==> config.mk <==
export PLATFORM = sky130hd
export DESIGN_NAME = ygbd_queue
export DESIGN_NICKNAME = d
export VERILOG_FILES = /design/src/sv/ygbd_pkg.sv /design/src/sv/ygbd_queue.sv
export SDC_FILE = /design/constraint.sdc
export NUM_CORES = 1
export LEC_CHECK = 0
export BUFFER_PORTS_ARGS = -buffer_cell sky130_fd_sc_hd__buf_2
export CORE_AREA = 3 3 117 231
export DETAILED_ROUTE_END_ITERATION = 8
export DIE_AREA = 0 0 120 234
export SLEW_MARGIN = 15
export SYNTH_ARGS = -nofsm -noshare
export SYNTH_HDL_FRONTEND = slang
export SYNTH_SLANG_ARGS = --single-unit
==> constraint.sdc <==
create_clock -name clk_i -period 5.67 [get_ports clk_i]
set_input_delay 1.134 -clock clk_i [delete_from_list [all_inputs] [get_ports clk_i]]
set_output_delay 1.134 -clock clk_i [all_outputs]
set_load 0.1 [all_outputs]
==> src/sv/ygbd_pkg.sv <==
package ygbd_pkg;

  localparam int unsigned CfgIndexWidth = 3;
  localparam int unsigned CfgDataWidth = 30;
  localparam logic [CfgIndexWidth-1:0] RegClassCount = 3'd0;
  localparam logic [CfgIndexWidth-1:0] RegGridWidth = 3'd1;
  localparam logic [CfgIndexWidth-1:0] RegGridHeight = 3'd2;
  localparam logic [CfgIndexWidth-1:0] RegGridStride = 3'd3;
  localparam logic [CfgIndexWidth-1:0] RegScoreThreshold = 3'd4;
  localparam logic [CfgIndexWidth-1:0] RegAnchorWidths = 3'd5;
  localparam logic [CfgIndexWidth-1:0] RegAnchorHeights = 3'd6;

  localparam logic [63:0] ExpStepQ32 = 64'd4228380000;
  localparam int unsigned BoxValues = 4;
  localparam int unsigned RecordDepth = 2;

  typedef struct packed {
    logic [7:0]  class_count;
    logic [7:0]  grid_width;
    logic [7:0]  grid_height;
    logic [6:0]  grid_stride;
    logic [15:0] score_threshold;
    logic [29:0] anchor_widths;
    logic [29:0] anchor_heights;
  } cfg_t;

  typedef struct packed {
    logic [BoxValues-1:0][15:0] box;
    logic [15:0] obj;
    logic [15:0] best;
    logic [6:0]  cls;
    logic [1:0]  anchor;
    logic [6:0]  col;
    logic [6:0]  row;
  } rec_t;

endpackage

==> src/sv/ygbd_queue.sv <==
module ygbd_queue import ygbd_pkg::*; (
  input  logic clk_i,
  input  logic rst_ni,
  input  logic push_i,
  input  rec_t data_i,
  output logic full_o,
  input  logic pop_i,
  output logic empty_o,
  output rec_t data_o
);

  rec_t mem_q [RecordDepth];
  logic wr_q, rd_q;
  logic [1:0] count_q;

  assign full_o = (count_q == 2'(RecordDepth));
  assign empty_o = (count_q == 2'd0);
  assign data_o = mem_q[rd_q];

  always_ff @(posedge clk_i) begin
    if (push_i) mem_q[wr_q] <= data_i;
  end

  always_ff @(posedge clk_i or negedge rst_ni) begin
    if (!rst_ni) begin
      wr_q <= 1'b0;
      rd_q <= 1'b0;
      count_q <= 2'd0;
    end else begin
      if (push_i) wr_q <= ~wr_q;
      if (pop_i) rd_q <= ~rd_q;
      if (push_i && !pop_i) count_q <= count_q + 2'd1;
      else if (pop_i && !push_i) count_q <= count_q - 2'd1;
    end
  end

`ifndef NO_ASSERTIONS
  a_no_overflow: assert property (@(posedge clk_i) disable iff (!rst_ni)
    push_i |-> !full_o)
    else $error("Record queue written while full.");
  a_no_underflow: assert property (@(posedge clk_i) disable iff (!rst_ni)
    pop_i |-> !empty_o)
    else $error("Record queue read while empty.");
`endif

endmodule

# --- Yosys cells after proc, flatten, opt, wreduce, memory -nomap -nowiden ---
# Memories as Yosys holds them, arrays and structs flattened.
# Cells that the tools add are included.
totals:
  regBits: 4
  mem_bits_rw: 238
  inputBits: 123
  word_cells: 19
  memories: 1
mem_list:
  columns: ["memory", "depth", "word_bits", "read_ports", "rd_ports_with_merged_regs", "write_ports", "line_no", "source"]
  rows:
  - ["mem_q", 2, 119, 1, 0, 1, "ygbd_queue.sv:12", "rec_t mem_q [RecordDepth];"]
classes:
  n_addsub: 2
  n_eq_ne: 1
  muxes: 4
  bitwise: 2
  reduce_logical: 6
ops:
  columns: ["cell", "count"]
  rows:
  - ["2-to-1 mux 2 bit", 2]
  - ["adder 2 x 1 -> 2 bit, second input constant", 1]
  - ["== test 2 bit, second input constant", 1]
  - ["logical AND 1 bit", 2]
  - ["zero test 1 bit", 2]
  - ["zero test 2 bit", 1]
  - ["2-to-1 mux 1 bit", 2]
  - ["inverter 1 bit", 2]
  - ["nonzero test 2 bit", 1]
  - ["subtractor 2 x 1 -> 2 bit, second input constant", 1]

# --- Logic depth before layout (Yosys ltp) ---
depth:
  word_depth: 4
  depth_mapped: 5

# --- Least setup slack after synthesis ---
# OpenSTA, ideal clock, no wires.
synth_timing:
  path_kind: "input port to flip-flop"
  start: "in push_i"
  end: "mem mem_q[0][0] (netlist bit) (enable)"
  setup_time_ns: 0.613
  arrival_ns: 6.298
  slack_ns: -1.240
  stages: 1
  path_cell_list: "nor2b_1"
synth_between:
  elab_chain_len: 2
synth_lines:
  columns: ["element", "line_no", "source"]
  rows:
  - ["from (decl)", "ygbd_queue.sv:4", "input logic push_i,"]
  - ["2-to-1 mux 1 bit", "ygbd_queue.sv:21", "if (push_i) mem_q[wr_q] <= data_i;"]
  - ["2-to-1 mux 1 bit (implied by the code)", "ygbd_queue.sv:21", null]
  - ["to (decl)", "ygbd_queue.sv:12", null]
# Every way passes these cells.

==> results.py <==
metrics = {
    "worst_hold_path": {
        "hold_path_class": "in2async",
    },
    "cells_and_area": {
        "areaGrowthSynthToFinish_pct": 25.9,
        "drive_gt1_share_pct": 60.8,
        "post-route-util_pct": 43.7,
        "nets": 769,
        "regArea_um2": 7250,
        "nFillCells": 2299,
        "antennaDiodeCount": 0,
        "multiInputGateArea_um2": 1430,
        "final_area_um2": 11100,
    },
    "sta": {
        "skew_ns": 0.0114,
        "slew_headroom_pct": 40.3,
        "min_period_ns": 3.91,
        "finalSetupViolCount": 0,
        "finalCritPeriodShare_pct": 68.9,
        "slew_viol_final": 0,
        "final.setup.tns_ns": 0,
        "finalHoldViolations": 0,
        "rsz0062_at_grt": "no",
        "worstMarginPinSlew_ns": 0.895,
        "layout_setup_ws_ns": 1.76,
        "clock.fmax_mhz": 256,
    },
    "logic_synthesis": {
        "syn_inst": 386,
        "syn_area_per_cell_um2": 22.8,
        "yosys-top-cells-area": "edfxtp_1 (81%), mux2_2 (15%), buf_6 (1.4%)",
        "yosysWarningCount": 0,
        "netlist.area_leader.share_pct": 81.1,
        "yosysSeqAreaShare_pct": 82.3,
        "yosysTopAreaCell": "edfxtp_1",
        "synth_nets": 510,
        "ys_types": 12,
        "syn_area_um2": 8810,
        "synth-seq-cells": 242,
    },
    "global_route": {
        "track_usage_pct": 12.2,
        "grt_pass1_wl_um": 26400,
        "grt_max_degree": 66,
        "grt_pass1_vias": 4929,
        "antenna_found_initial": 0,
        "overflow": 0,
    },
    "outcome": {
        "status": "completed",
    },
    "worst_setup_path": {
        "cp_max_fo": 65,
        "critPathArrivalTime_ns": 2.77,
        "cp_slowest_cell": "dfrtp_4",
        "critPathCaptureType": "output port",
        "start_kind": "register",
        "critical_path_class": "reg2out",
        "path_cells": "buf_4 -> mux2_2 -> buf_2",
        "slowest_delay_ns": 1.01,
        "worst_ep_required_time_ns": 4.54,
    },
    "floorplan": {
        "dieArea_um2": 28100,
        "floorplan.initialDensity_pct": 34.8,
        "coreArea_um2": 25300,
        "die_w_um": 120,
        "io_pins": 244,
        "rows": 82,
        "die_y_um": 234,
    },
    "detailed_routing": {
        "antenna_left": 0,
        "wl_per_cell_um": 18.0,
        "vias_per_cell": 4.43,
        "wl_um": 17900,
        "first_pass_iters": 4,
        "routed-via-count": 4410,
        "route.detailed.drc": 0,
        "drt-initial-drc-count": 183,
    },
    "clock_network": {
        "cts-root-buf": "clkbuf_16",
        "cts.sinks": 242,
        "post_cts_buffers": 0,
        "htreeDepth": 1,
        "hold_buffers": 0,
        "path_clk_slew_ns": 0.07,
        "cts_tree": "done",
        "numCtsBuffers": 21,
        "clockBufferDepth": 3,
        "clk_latency_ns": 0.49,
        "cts_resized": 0,
    },
    "place": {
        "dp_hpwl_um": 12900,
        "post_dp_cell_area_um2": 10400,
        "numPortBuffers": 243,
        "gp_congestion": 0.732,
        "pre_cts_slack_ns": 2.27,
    },
    "run": {
        "drv_cap": 0,
    },
}
-- metal layers --
metal	part of all wire (%)	track usage [%]	vias up
met3	6.5	3.04	24
met4	2.7	4.63	0
met5	0	0	-
met1	30	10.6	2181
li1	-	-	2050
met2	61	25.6	155
-- flip-flops by register name (all words and copies together) (netlist names) --
name / count
rd_q: 1
count_q: 2
wr_q: 1
mem_q: 238
-- cell families (layout without fill, tap and decap cells) --
logic type,count (synthesis),in the layout,synth area share (%)
flip-flops,242,242,82.3
buffers and inverters,14,287,1.56
multiplexers,119,119,15.2
AND/OR/NAND/NOR,5,5,0.298
adder cells (fa/ha/maj),1,1,0.142
XOR/XNOR,5,5,0.497
-- cell type report --
type	count	share of cell area, %
clock buffer	27	4.94
clock inverter	10	1.41
inverter	1	0.0339
multi-input combinational	130	12.9
sequential	242	65.4
tap	336	3.79
timing repair buffer	249	11.5
-- synth_stat cells (all sizes together) --
master and n:
edfxtp 238, buf 13, xor2 4, ha 1
nor2b 2, nor2 2, mux2 119, and2 1
xnor2 1, dfrtp 4, inv 1
-- through the flow --
step           hold WS [ns]  cells
3_3_place_gp          0.477    958
3_5_place_dp          0.500    958
2_1_floorplan         0.456    386
6_report              0.431    995
4_1_cts               0.404    995
5_1_grt               0.409    995
-- cell usage in the layout (no fill, tap or decap), drive strengths merged, types with 2 or more instances in the layout --
master / n
clkinv: 5
nor2b: 2
nor2: 2
mux2: 119
bufinv: 4
clkbuf: 27
edfxtp: 238
dfrtp: 4
xor2: 4
inv: 2
buf: 249
-- final timing paths --
kind	start	endpoint	slack [ns]	cells past startpoint
worst max register to register	wr_q	mem_q[1][75]	3.64	2
worst min register to register	count_q[1]	count_q[1]	0.50	1
min in group clk_i	count_q[1]	count_q[1]	0.50	1
worst max-delay path	rd_q	data_o[73]	1.76	3
max in group asynchronous	rst_ni	rd_q	5.10	1
worst min-delay path	rst_ni	rd_q	0.43	1
-- worst max-delay path: cells and delay by family, from the launching register on --
family | cells | cell delay [ns]
buf+inv | 2 | 0.80
flops | 1 | 1.01
mux | 1 | 0.40
Power is not shown: default switching activity piles up to over one toggle a cycle in this logic, so the estimate is an artifact.
