--- src/sv/ygbd_pkg.sv ---
package ygbd_pkg;

  localparam int unsigned CfgIndexWidth = 3;
  localparam int unsigned CfgDataWidth = 30;
  localparam logic [CfgIndexWidth-1:0] RegClassCount = 3'd0;
  localparam logic [CfgIndexWidth-1:0] RegGridWidth = 3'd1;
  localparam logic [CfgIndexWidth-1:0] RegGridHeight = 3'd2;
  localparam logic [CfgIndexWidth-1:0] RegGridStride = 3'd3;
  localparam logic [CfgIndexWidth-1:0] RegScoreThreshold = 3'd4;
  localparam logic [CfgIndexWidth-1:0] RegAnchorWidths = 3'd5;
  localparam logic [CfgIndexWidth-1:0] RegAnchorHeights = 3'd6;

  localparam logic [63:0] ExpStepQ32 = 64'd4228380000;
  localparam int unsigned BoxValues = 4;
  localparam int unsigned RecordDepth = 2;

  typedef struct packed {
    logic [7:0]  class_count;
    logic [7:0]  grid_width;
    logic [7:0]  grid_height;
    logic [6:0]  grid_stride;
    logic [15:0] score_threshold;
    logic [29:0] anchor_widths;
    logic [29:0] anchor_heights;
  } cfg_t;

  typedef struct packed {
    logic [BoxValues-1:0][15:0] box;
    logic [15:0] obj;
    logic [15:0] best;
    logic [6:0]  cls;
    logic [1:0]  anchor;
    logic [6:0]  col;
    logic [6:0]  row;
  } rec_t;

endpackage

--- src/sv/ygbd_front.sv ---
module ygbd_front import ygbd_pkg::*; #(
  parameter int unsigned MAX_CLASSES = 128,
  parameter int unsigned ANCHORS_PER_CELL = 3,
  parameter int unsigned MAX_GRID = 128
) (
  input  logic        clk_i,
  input  logic        rst_ni,
  input  cfg_t        cfg_i,
  input  logic        accept_i,
  input  logic [15:0] logit_value_i,
  input  logic        start_of_map_i,
  output logic        rec_push_o,
  output rec_t        rec_o
);

  logic [7:0] pos_q, pos_d, pos;
  logic [1:0] anchor_q, anchor_d, anchor;
  logic [6:0] col_q, col_d, col;
  logic [6:0] row_q, row_d, row;
  logic signed [15:0] best_q, best_d;
  logic [6:0] cls_q, cls_d;
  logic [15:0] obj_q, obj_d;
  logic [BoxValues-1:0][15:0] box_q, box_d;
  logic [7:0] cc, gw, gh;
  logic [8:0] last;
  logic is_last;

  always_comb begin
    if (cfg_i.class_count == 8'd0) cc = 8'd1;
    else if (cfg_i.class_count > 8'(MAX_CLASSES)) cc = 8'(MAX_CLASSES);
    else cc = cfg_i.class_count;
    if (cfg_i.grid_width == 8'd0) gw = 8'd1;
    else if ({1'b0, cfg_i.grid_width} > 9'(MAX_GRID)) gw = 8'(MAX_GRID);
    else gw = cfg_i.grid_width;
    if (cfg_i.grid_height == 8'd0) gh = 8'd1;
    else if ({1'b0, cfg_i.grid_height} > 9'(MAX_GRID)) gh = 8'(MAX_GRID);
    else gh = cfg_i.grid_height;
    last = 9'd4 + {1'b0, cc};
  end

  always_comb begin
    pos = start_of_map_i ? 8'd0 : pos_q;
    anchor = start_of_map_i ? 2'd0 : anchor_q;
    col = start_of_map_i ? 7'd0 : col_q;
    row = start_of_map_i ? 7'd0 : row_q;
    box_d = box_q;
    obj_d = obj_q;
    best_d = best_q;
    cls_d = cls_q;
    if (pos < 8'd4) begin
      box_d[pos[1:0]] = logit_value_i;
    end else if (pos == 8'd4) begin
      obj_d = logit_value_i;
    end else if (pos == 8'd5 || $signed(logit_value_i) > best_q) begin
      best_d = $signed(logit_value_i);
      cls_d = 7'(pos - 8'd5);
    end
    is_last = ({1'b0, pos} >= last);
    pos_d = pos + 8'd1;
    anchor_d = anchor;
    col_d = col;
    row_d = row;
    if (is_last) begin
      pos_d = 8'd0;
      anchor_d = anchor + 2'd1;
      if ({1'b0, anchor_d} >= 3'(ANCHORS_PER_CELL)) begin
        anchor_d = 2'd0;
        col_d = col + 7'd1;
        if (({1'b0, col} + 8'd1) >= gw) begin
          col_d = 7'd0;
          row_d = row + 7'd1;
          if (({1'b0, row} + 8'd1) >= gh) row_d = 7'd0;
        end
      end
    end
  end

  assign rec_push_o = accept_i && is_last;

  always_comb begin
    rec_o.box = box_d;
    rec_o.obj = obj_d;
    rec_o.best = best_d;
    rec_o.cls = cls_d;
    rec_o.anchor = anchor;
    rec_o.col = col;
    rec_o.row = row;
  end

  always_ff @(posedge clk_i or negedge rst_ni) begin
    if (!rst_ni) begin
      pos_q <= 8'd0;
      anchor_q <= 2'd0;
      col_q <= 7'd0;
      row_q <= 7'd0;
      best_q <= 16'sd0;
      cls_q <= 7'd0;
      obj_q <= 16'd0;
    end else if (accept_i) begin
      pos_q <= pos_d;
      anchor_q <= anchor_d;
      col_q <= col_d;
      row_q <= row_d;
      best_q <= best_d;
      cls_q <= cls_d;
      obj_q <= obj_d;
    end
  end

  always_ff @(posedge clk_i) begin
    if (accept_i) box_q <= box_d;
  end

`ifndef NO_ASSERTIONS
  a_pos_clear: assert property (@(posedge clk_i) disable iff (!rst_ni)
    rec_push_o |=> pos_q == 8'd0)
    else $error("Element position not cleared after a record.");
`endif

endmodule

--- config.mk ---
export PLATFORM = sky130hd
export DESIGN_NAME = ygbd_front
export DESIGN_NICKNAME = d
export VERILOG_FILES = /design/src/sv/ygbd_pkg.sv /design/src/sv/ygbd_front.sv
export SDC_FILE = /design/constraint.sdc
export NUM_CORES = 1
export LEC_CHECK = 0
export ABC_AREA = 1
export CORE_ASPECT_RATIO = 2
export CORE_MARGIN = 5
export CORE_UTILIZATION = 60
export CTS_CLUSTER_SIZE = 12
export DETAILED_ROUTE_END_ITERATION = 10
export DONT_BUFFER_PORTS = 1
export HOLD_SLACK_MARGIN = 0.05
export PLACE_DENSITY_LB_ADDON = 0.25
export SYNTH_ARGS = -nofsm -noshare
export SYNTH_HDL_FRONTEND = slang
export SYNTH_SLANG_ARGS = --single-unit
--- constraint.sdc ---
create_clock -name clk_i -period 4.6 [get_ports clk_i]
set_clock_uncertainty 0.05 [all_clocks]
set_input_delay 0.23 -clock clk_i [delete_from_list [all_inputs] [get_ports clk_i]]
set_output_delay 0.23 -clock clk_i [all_outputs]
set_load 0.01 [all_outputs]
# Word-level counts from Yosys, hierarchy flattened
# Cells that the tools add are included.
# Widths: inputs -> output; s select.
# totals
ff_bits	127
output_inout_bits	120
elab_cells	70
# classes
order_cmp	11
n_addsub	8
reduce_logical	6
n_eq_ne	2
n_mux	32
# ops
op	n
$mux 16	6
$mux 7	12
$bwmux 64	1
$mux 64	1
$mux 8	8
$demux 16 s2	1
$gt 8x8->1 const B	3
$logic_not 8->1	3
$add 7x1->8 const B	2
$eq 8x3->1 const B	2
$ge 8x8->1	2
$gt 16x16->1	1
$add 7x1->7 const B	2
$add 3x8->9 const A	1
$ge 8x9->1	1
$add 8x1->8 const B	1
$lt 8x3->1 const B	1
$sub 7x3->7 const B	1
$mux 2	3
$lt 2x3->1 const B	1
$add 2x1->2 const B	1
$ge 2x1->1 const B	1
$ge 2x2->1 const B	1
$logic_and 1x1->1	2
$logic_or 1x1->1	1

# Logic depth before layout (Yosys ltp)
# depth
ltp_word	8
depth_mapped	20
mapped_depth_nobuf	20

# Least setup slack after synthesis
# No wires, ideal clock.
# synth_timing
kind	input-to-reg
from	input start_of_map_i
to	register row_q[3]
path_stages	17
t_required_ns	4.417
setup_slack_ns	1.614
setup_ns	0.133
t_arrival_ns	2.804
n_path_buf	3
path_cell_list	buf_6 buf_6 buf_2 nor2_1 ha_1 nand3_1 nor3_2 xor2_1 ha_1 nand2_1 nor2_1 a211oi_1 nand3_1 nand3_1 inv_2 o21ai_0 o22ai_1
# synth_lines
item	line	text
start: declaration	ygbd_front.sv:11	input logic start_of_map_i,
end signal: assignment	ygbd_front.sv:103	row_q <= row_d;
end: declaration	ygbd_front.sv:19	logic [6:0] row_q, row_d, row;

==> results.ini <==
[worst_setup_path]
crit_chain = inv_1 -> nor2_1 -> nand3_1 -> nor2_1 -> nand2_1 -> o21ai_0 -> inv_1 -> ha_1 -> a21oi_1 -> nor2_1 -> a211oi_1 -> nand3_1 -> nand3_1 -> inv_2 -> o21ai_0 -> nand3_1 -> o21ai_1 -> dlygate4sd3_1
path_depth = 18
crit_required_ns = 4.90
cpMaxStageDelayCell = dlygate4sd3_1
crit_path_end_kind = register
cp_top_family = simple AND/OR/NAND/NOR gates
reg2reg_slack_ns = 0.72
max_stage_delay_ns = 0.56
crit_buf_inv = 4
r2r-start = col_q[1]
startpoint_type = register
crit_type = register to register
critPathMaxFanout = 9
cp_common_cell = nand3_1
timing.rr.end = row_q[1]
arrival_ns = 4.18
reg2reg_depth = 18

[cts]
clock_path_buffers = 2
cts-root-buf = clkbuf_16
tritoncts = built
clock_latency_ns = 0.41
cts.repair.resized = 0
clkTransAtPathRegs_ns = 0.06
cts_sinks = 127
cts_buffers = 17
htree_levels = 4

[sta]
hold_slack_ns = 0.0705
maxSlewHeadroom_pct = 48.4
timing.setup.tns_ns = 0
period_needed_ns = 3.88
rsz0062_at_grt = no
hold_violations = 0
fin_crit_sh_pct = 84.4
tightest_slew_ns = 0.774
clock.fmax_ghz = 0.258
slew_violations = 0
setup_viol = 0

[status]
status = finished clean

[placed_design]
dp_hpwl_um = 15000
gp_routability_congestion = 0.862
io_buffer_count = 0
postPlaceCellArea_mm2 = 0.00772

[synthesis]
synth.distinct_cells = 38
synth_fp_nets = 1127
synth-seq-area-share_pct = 45.4
synth_area_per_cell_um2 = 8.09
netlist_instances = 953
synth_warnings = 0
synth_area_mm2 = 0.00771
ys_ff_latch = 127

[final_layout]
final_common_cell = nand2_1
layout_common_cells = nand2_1 (223), inv_1 (110), nor2_1 (108)
layout-drive-gt1-share_pct = 6.38
nets = 1117
diodes = 0
utilization_pct = 66.7
area_growth_pct = 9.25
fin_area_mm2 = 0.00842

[grt]
use_met1_pct = 29.4
use_met3_pct = 8.85
grt_max_degree = 129
grt_usage_pct = 27.1
grt_pass1_wl_um = 32800
first_global_vias = 6388
grt_use_met2_pct = 47.5
top_usage_layer = met2
overflow = 0
antenna_found_initial = 0

[hold_path]
whs_endpoint = pos_q[1]
min_path_type = input port to register
whs_path_depth = 4
hold_start = accept_i

[floorplanning]
dieWidth_um = 90.1
std_cell_rows = 58
die_area_mm2 = 0.0153
core_mm2 = 0.0126
die_height_um = 170
initial_core_util_pct = 61.0
ioPinCount = 247

[detailed_routing]
drt_iter0_drc = 300
first_pass_iters = 5
totalWireLength_um = 20900
ant_nets = 0
vias_per_cell = 5.85
wl_per_cell_um = 18.9
drc = 0
dr_total_vias = 6471

[power_and_ir_drop]
p_sw_share_pct = 36.0
power.internal_mw = 2.64
clkPwrFrac_pct = 34.0
vdd_drop_max_mv = 0.314
p_sw_mw = 1.48
p_seq_share_pct = 37.1
p_leak_nw = 3.95
p_per_area_mw_per_mm2 = 490
power.share.combinational_pct = 29.0
finalPower_mw = 4.13

[flow_run]
max-cap-violations = 0

==> registers in the layout, summed over array words and instances (netlist names) <==
signal,cells
col_q,7
best_q,16
anchor_q,2
cls_q,7
box_q,64
obj_q,16
row_q,7
pos_q,8
==> area by class of cell <==
type                    count  area, um^2
flip-flops and latches    127        3500
clock buffers              18         429
fillers                  1069        4210
clock inverters            14         181
repair buffers              7         100
well taps                 150         188
multi-input cells         674        3590
inverters                 116         435
==> tightest hold or removal path, stage by stage <==
cell	delay [ns]
inv_1	0.05
nor2_1	0.07
nand2_1	0.05
o21ai_0	0.07
==> repair_timing <==
| item | in CTS | in global routing |
|---|---|---|
| setup endpoints to repair | 0 | 0 |
| hold buffers | 5 | 0 |
| hold endpoints to repair | 186 | 0 |
| setup buffers | 0 | 0 |
==> metal layers <==
| metal | wire, um | vias up | part of all wire, % |
|---|---|---|---|
| met2 | 10800 | 301 | 52 |
| met4 | 732 | 0 | 3.5 |
| li1 | - | 3114 | - |
| met5 | 0 | - | 0 |
| met1 | 7260 | 3006 | 35 |
| met3 | 2110 | 50 | 10 |
==> how the worst max path moves through the flow <==
stage                        start       end
finish                    col_q[1]  row_q[1]
global route              col_q[0]  row_q[1]
CTS                       col_q[1]  row_q[1]
detailed placement       cfg_i[99]  col_q[2]
global placement         cfg_i[99]  col_q[2]
floorplan           start_of_map_i  row_q[3]
==> metrics by stage <==
stage                     worst slack (ns)  std cells
after floorplan                       1.61        953
after global placement               0.965       1069
after detailed placement             0.915       1069
after CTS                            0.716       1106
after global routing                 0.344       1106
final                                0.719       1106
==> synth_stat cells, drive strengths merged <==
library cell  number  area, um^2
a211oi             2        15.0
a21o               2        15.0
a21oi             88         440
a22o               1        8.76
a22oi              2        15.0
a31oi              1        21.3
and2              20         125
buf               22         133
clkbuf            14        52.6
dfrtp             63        1580
edfxtp            64        1920
ha                47         588
inv              116         435
nand2            225         850
nand3             65         330
nand3b             2        15.0
nand4              4        25.0
nor2             121         546
nor3               7        56.3
nor4               6        37.5
o2111ai            1        8.76
o211ai             1        7.51
o21ai             48         240
o221ai             1        8.76
o22ai             11        68.8
xnor2              7        61.3
xor2              12         105
==> logic make-up after synthesis <==
kind of cell    share of synthesized area (%)
fa+ha+maj                                7.63
compound gates                           11.0
xor+xnor                                 2.16
flops                                    45.4
simple gates                             25.7
buf+inv                                  8.05
==> power by group through the flow <==
| stage | clock network, mW | logic [mW] | registers, mW |
|---|---|---|---|
| finish | 1.40 | 1.20 | 1.53 |
| global route | 1.47 | 1.35 | 1.55 |
| CTS | 1.41 | 1.20 | 1.53 |
| detailed placement | 0 | 1.15 | 1.55 |
| global placement | 0 | 1.12 | 1.54 |
| floorplan | 0 | 0.923 | 1.53 |
(Power assumes the default switching activity.)
